--- src/design/rsme_pkg.sv ---
// Shared package of the register stack machine executor.
// It holds the sizes, the codes, the item types and the sequencer states.
// It has no dependencies.
package rsme_pkg;

   localparam int DATA_WIDTH    = 32;
   localparam int GENERAL_COUNT = 20;
   localparam int STACK_DEPTH   = 64;
   localparam int SPECIAL_COUNT = 5;
   localparam int INDEX_WIDTH   = 5;
   localparam int IMM_WIDTH     = 31;

   localparam int GEN_AW   = (GENERAL_COUNT > 1) ? $clog2(GENERAL_COUNT) : 1;
   localparam int SPEC_AW  = $clog2(SPECIAL_COUNT);
   localparam int STACK_AW = $clog2(STACK_DEPTH);
   localparam int DEPTH_W  = STACK_AW + 1;

   // Special register numbers that instructions write implicitly.
   localparam int SPEC_SUM  = 0;
   localparam int SPEC_QUO  = 1;
   localparam int SPEC_REM  = 2;
   localparam int SPEC_POP  = 3;

   typedef enum logic [2:0] {
      OP_PUSH  = 3'd0,
      OP_POP   = 3'd1,
      OP_PRINT = 3'd2,
      OP_MOV   = 3'd3,
      OP_ADD   = 3'd4,
      OP_SUB   = 3'd5,
      OP_MUL   = 3'd6,
      OP_DIV   = 3'd7
   } op_type;

   typedef enum logic [1:0] {
      KIND_IMM  = 2'd0,
      KIND_GEN  = 2'd1,
      KIND_SPEC = 2'd2
   } kind_type;

   typedef enum logic [2:0] {
      STAT_OK      = 3'd0,
      STAT_EMPTY   = 3'd1,
      STAT_FULL    = 3'd2,
      STAT_DIVZERO = 3'd3,
      STAT_BADDEST = 3'd4
   } status_type;

   typedef enum logic [2:0] {
      SEQ_IDLE,
      SEQ_OPA,
      SEQ_OPB,
      SEQ_EXEC,
      SEQ_POPW,
      SEQ_MULW,
      SEQ_DIVW
   } state_type;

   // One operand after classification.
   typedef struct packed {
      kind_type                kind;
      logic [INDEX_WIDTH-1:0]  index;
      logic                    gen_ok;
      logic                    spec_ok;
      logic [DATA_WIDTH-1:0]   imm;
   } operand_type;

   // One classified instruction as it waits between front and back.
   typedef struct packed {
      op_type      op;
      operand_type a;
      operand_type b;
   } item_type;

   // One result item.
   typedef struct packed {
      status_type            status;
      logic                  print_valid;
      logic [DATA_WIDTH-1:0] print_value;
   } rsp_type;

endpackage

--- src/design/rsme_front.sv ---
// Front part of the executor: accepts instruction items and classifies them.
// Classified items wait in a two-entry queue for the back part.
// Depends on rsme_pkg.
module rsme_front (
   input  logic                                 clock,
   input  logic                                 reset,
   input  logic                                 req_push,
   output logic                                 req_full,
   input  logic [2:0]                           req_op,
   input  logic [1:0]                           req_a_kind,
   input  logic [rsme_pkg::INDEX_WIDTH-1:0]     req_a_index,
   input  logic [rsme_pkg::IMM_WIDTH-1:0]       req_a_imm,
   input  logic [1:0]                           req_b_kind,
   input  logic [rsme_pkg::INDEX_WIDTH-1:0]     req_b_index,
   input  logic [rsme_pkg::IMM_WIDTH-1:0]       req_b_imm,
   output logic                                 item_valid,
   output rsme_pkg::item_type                   item,
   input  logic                                 item_pop
);

   rsme_pkg::item_type  class_item;
   rsme_pkg::item_type  queue_ff [2];
   logic                wr_ptr_ff, wr_ptr_in;
   logic                rd_ptr_ff, rd_ptr_in;
   logic [1:0]          count_ff, count_in;
   logic                do_push, do_pop;

   function automatic rsme_pkg::operand_type classify(
      input logic [1:0]                       kind,
      input logic [rsme_pkg::INDEX_WIDTH-1:0] index,
      input logic [rsme_pkg::IMM_WIDTH-1:0]   imm);
      rsme_pkg::operand_type o;
      case (rsme_pkg::kind_type'(kind))
         rsme_pkg::KIND_GEN:  o.kind = rsme_pkg::KIND_GEN;
         rsme_pkg::KIND_SPEC: o.kind = rsme_pkg::KIND_SPEC;
         default:             o.kind = rsme_pkg::KIND_IMM;
      endcase
      o.index   = index;
      o.gen_ok  = (32'(index) < rsme_pkg::GENERAL_COUNT);
      o.spec_ok = (32'(index) < rsme_pkg::SPECIAL_COUNT);
      o.imm     = rsme_pkg::DATA_WIDTH'(imm);
      return o;
   endfunction

   // Classify the incoming item: operand kinds and register ranges.
   always_comb begin
      class_item.op = rsme_pkg::op_type'(req_op);
      class_item.a  = classify(req_a_kind, req_a_index, req_a_imm);
      class_item.b  = classify(req_b_kind, req_b_index, req_b_imm);
   end

   // Queue control.
   assign req_full   = (count_ff == 2'd2);
   assign item_valid = (count_ff != 2'd0);
   assign item       = queue_ff[rd_ptr_ff];
   assign do_push    = req_push && !req_full;
   assign do_pop     = item_pop && item_valid;

   always_comb begin
      wr_ptr_in = do_push ? ~wr_ptr_ff : wr_ptr_ff;
      rd_ptr_in = do_pop ? ~rd_ptr_ff : rd_ptr_ff;
      count_in  = count_ff + 2'(do_push) - 2'(do_pop);
   end

   always_ff @(posedge clock) begin
      if (reset) begin
         wr_ptr_ff <= 1'b0;
         rd_ptr_ff <= 1'b0;
         count_ff  <= 2'd0;
      end else begin
         wr_ptr_ff <= wr_ptr_in;
         rd_ptr_ff <= rd_ptr_in;
         count_ff  <= count_in;
      end
   end

   // Queue storage.
   always_ff @(posedge clock) begin
      if (do_push) begin
         queue_ff[wr_ptr_ff] <= class_item;
      end
   end

endmodule

--- config.mk ---
export PLATFORM = sky130hd
export DESIGN_NAME = rsme_front
export DESIGN_NICKNAME = d
export VERILOG_FILES = /design/src/design/rsme_pkg.sv /design/src/design/rsme_front.sv
export SDC_FILE = /design/constraint.sdc
export NUM_CORES = 1
export LEC_CHECK = 0
export ABC_AREA = 1
export BUFFER_PORTS_ARGS = -buffer_cell sky130_fd_sc_hd__buf_2
export CORE_MARGIN = 3
export CORE_UTILIZATION = 48
export CTS_CLUSTER_DIAMETER = 80
export DETAILED_ROUTE_END_ITERATION = 6
export MAX_ROUTING_LAYER = met4
export PLACE_DENSITY = 0.8
export SYNTH_ARGS = -nofsm -noshare
export SYNTH_HDL_FRONTEND = slang
export SYNTH_SLANG_ARGS = --single-unit
--- constraint.sdc ---
create_clock -name clock -period 5.2 [get_ports clock]
set_input_delay 1.04 -clock clock [delete_from_list [all_inputs] [get_ports clock]]
set_output_delay 1.04 -clock clock [all_outputs]
set_load 0.005 [all_outputs]
==> run metrics <==
status=completed; first-pass detailed-route iteration total=4; kind of cell adding the most delay to the critical path=flip-flops; top-count cell post-synth=edfxtp_1; number of synthesized flops with an enable pin=roughly 170; die span in y=around 120 microns; DRT antenna net count=0; fin. max-slew vios=0; CTS Sinks=~170; Setup Viol. Count Final=0; Mapped Cells=314; fraction of layout cells with a size suffix above 1=0.562; Clock Tree Buf Depth=2; initial antenna violation count=0; Synth cell types=18; first-pass GRT wire length=17.0 mm; Vias/cell=4.87; CTS Buf Count=17; unrepaired setup endpoints after global routing=no; Bufs and invs on worst path=2; area of the multi-input gates=approximately 1400 sq um; Final Wtd Congestion=between 0.7 and 0.8; fmax=~0.3 GHz; Worst-path clk slew=0.06 ns; initial DRC count=~210; max incr delay on CP=around 1 ns; H-tree Lvls=4; Critical Path Source Type=flip-flop; post-cts sizing count=0; static leakage=around 3.3 nW; Synth Register Bits=171; row count=42; Worst VDD drop=413 uV; Post-synth top flop=edfxtp_1; clk_lat worst skew=~0.42 ns; vias after detailed routing=3,329; Critical Path AT=around 2.4 ns; Register Area=5090 sq um; Tmin final=~3.4 ns; hold buffer count at CTS=0; top post-synthesis cells by count=166 x edfxtp_1, 70 x mux2_4, 14 x inv_1; # fillers=between 1,000 and 1,500; Layout area overhead=22.8%; Die W=124 microns; Slew @ Worst Pin=approximately 1.2 ns; cell taking the most area after synthesis=edfxtp_1; PwrDens=480 nW/um^2; GRT Total Usage=0.154; Synth warnings=0; Crit-path slowest cell=dfxtp_4; worst min path class=flip-flop to flip-flop; clock skew=0.0111 ns; vias in the first global route=between 3,000 and 4,000; largest net degree at the start of global routing=58; asr flop ratio synth=0; CTS tree=yes; max-cap violations=0; CP Capture Type=primary output; WP data required=around 4.2 ns; die footprint=15,400 sq um; crit path kind=flip-flop to primary output; Syn Area/Cell=around 21 sq um; root buf cell=clkbuf_16; top post-synthesis cells by area=edfxtp_1 75%, mux2_4 16%, mux2_2 2.2%; Setup TNS=0 ns; Port-buffer cells=around 170; crit share post-route=0.657; Slew Limit Headroom=0.191; share of the synthesized area in the top cell type=0.747; postcts setup bufs=0; drc violations=0; Antenna Cells=0; Ports=170; Crit Path Max Fanout=between 50 and 60; Starting Density=0.498; GRT overflow=0; core box area=roughly 13,000 sq um; per-cell routed wire length=16.3 microns; Post-Route Utilization=0.611; final wirelength=about 11 mm; Layout Nets=between 500 and 600; Fin. Hold Viols=0; CP cell instances=buf_4, mux2_4, buf_2; Synth Cell Area=6670 sq um; sequential element share of the synthesized area=0.762; post-DP HPWL=between 7 and 8 mm
==> power breakdown <==
part	switching (mW)	internal [mW]
Sequential	0.118	1.75
Clock	0.467	0.742
Combinational	0.362	0.492
Total	0.947	2.99
==> layout make-up <==
class,instances,share of cell area
clock buffers,24,0.0588
repair buffers,171,0.107
multi-input cells,119,0.168
well taps,176,0.0269
flip-flops and latches,171,0.621
inverters,14,0.00657
clock inverters,8,0.0116
==> tightest hold or removal path: stages, from the launching register on <==
cell and delay (ns):
dfxtp_1 0.34, nor2_1 0.06, nor2_1 0.08
==> per-layer routing <==
metal,routed length [microns],share of wire,up-vias,global-route usage
li1,-,-,1564,-
met1,4460,0.40,1630,0.184
met2,5720,0.51,123,0.245
met3,849,0.076,12,0.0545
met4,136,0.012,0,0.0554
met5,0,0,-,-
==> flip-flops by register name, summed over array words and instances, names as in the netlist, named ones only <==
name       flops
count_ff       2
wr_ptr_ff      1
queue_ff     166
rd_ptr_ff      1
==> cells in the final DEF, fill, tap and decap left out, types with 4 or more instances in the layout <==
cell type	Yosys	routed
nand2_1	8	8
mux2_4	70	70
dfxtp_1	5	4
edfxtp_1	166	166
inv_1	14	13
clkbuf_16	0	17
mux2_2	13	13
clkinv_2	0	5
buf_2	1	167
clkbuf_1	0	4
nor2_1	13	12
==> per-stage QoR <==
stage	area, sq um	power [mW]	worst slack, ns	hold WS [ns]	std cells
global placement	7620	2.74	2.23	0.494	651
finish	8190	3.93	1.78	0.521	683
CTS	8190	3.99	1.72	0.526	683
floorplan	6680	2.49	0.106	0.467	315
detailed placement	7620	2.77	2.17	0.497	651
global route	8190	4.13	1.62	0.601	683
==> worst paths after layout <==
| check | from | to | slack (ns) | cells after the start |
|---|---|---|---|---|
| min | rd_ptr_ff$_SDFFE_PP0P_ | flip-flop | 0.52 | 2 |
| max | flip-flop | item[14] | 1.78 | 3 |
| min reg2reg | rd_ptr_ff$_SDFFE_PP0P_ | flip-flop | 0.52 | 2 |
| max reg2reg | count_ff[0]$_SDFF_PP0_ | queue_ff[0][4]$_DFFE_PP_ | 2.93 | 5 |
==> cells by family (layout without fill, tap and decap cells) <==
family,count (synthesis),after routing,share of synthesized area
muxes,83,83,0.179
other,1,2,0.000562
DFF,171,171,0.762
buffers and inverters,25,217,0.0336
and+or+nand+nor,26,26,0.0156
adders and majority gates,2,2,0.00375
AOI/OAI and AO/OA,6,6,0.00525
Power figures use the tool's default switching activity.
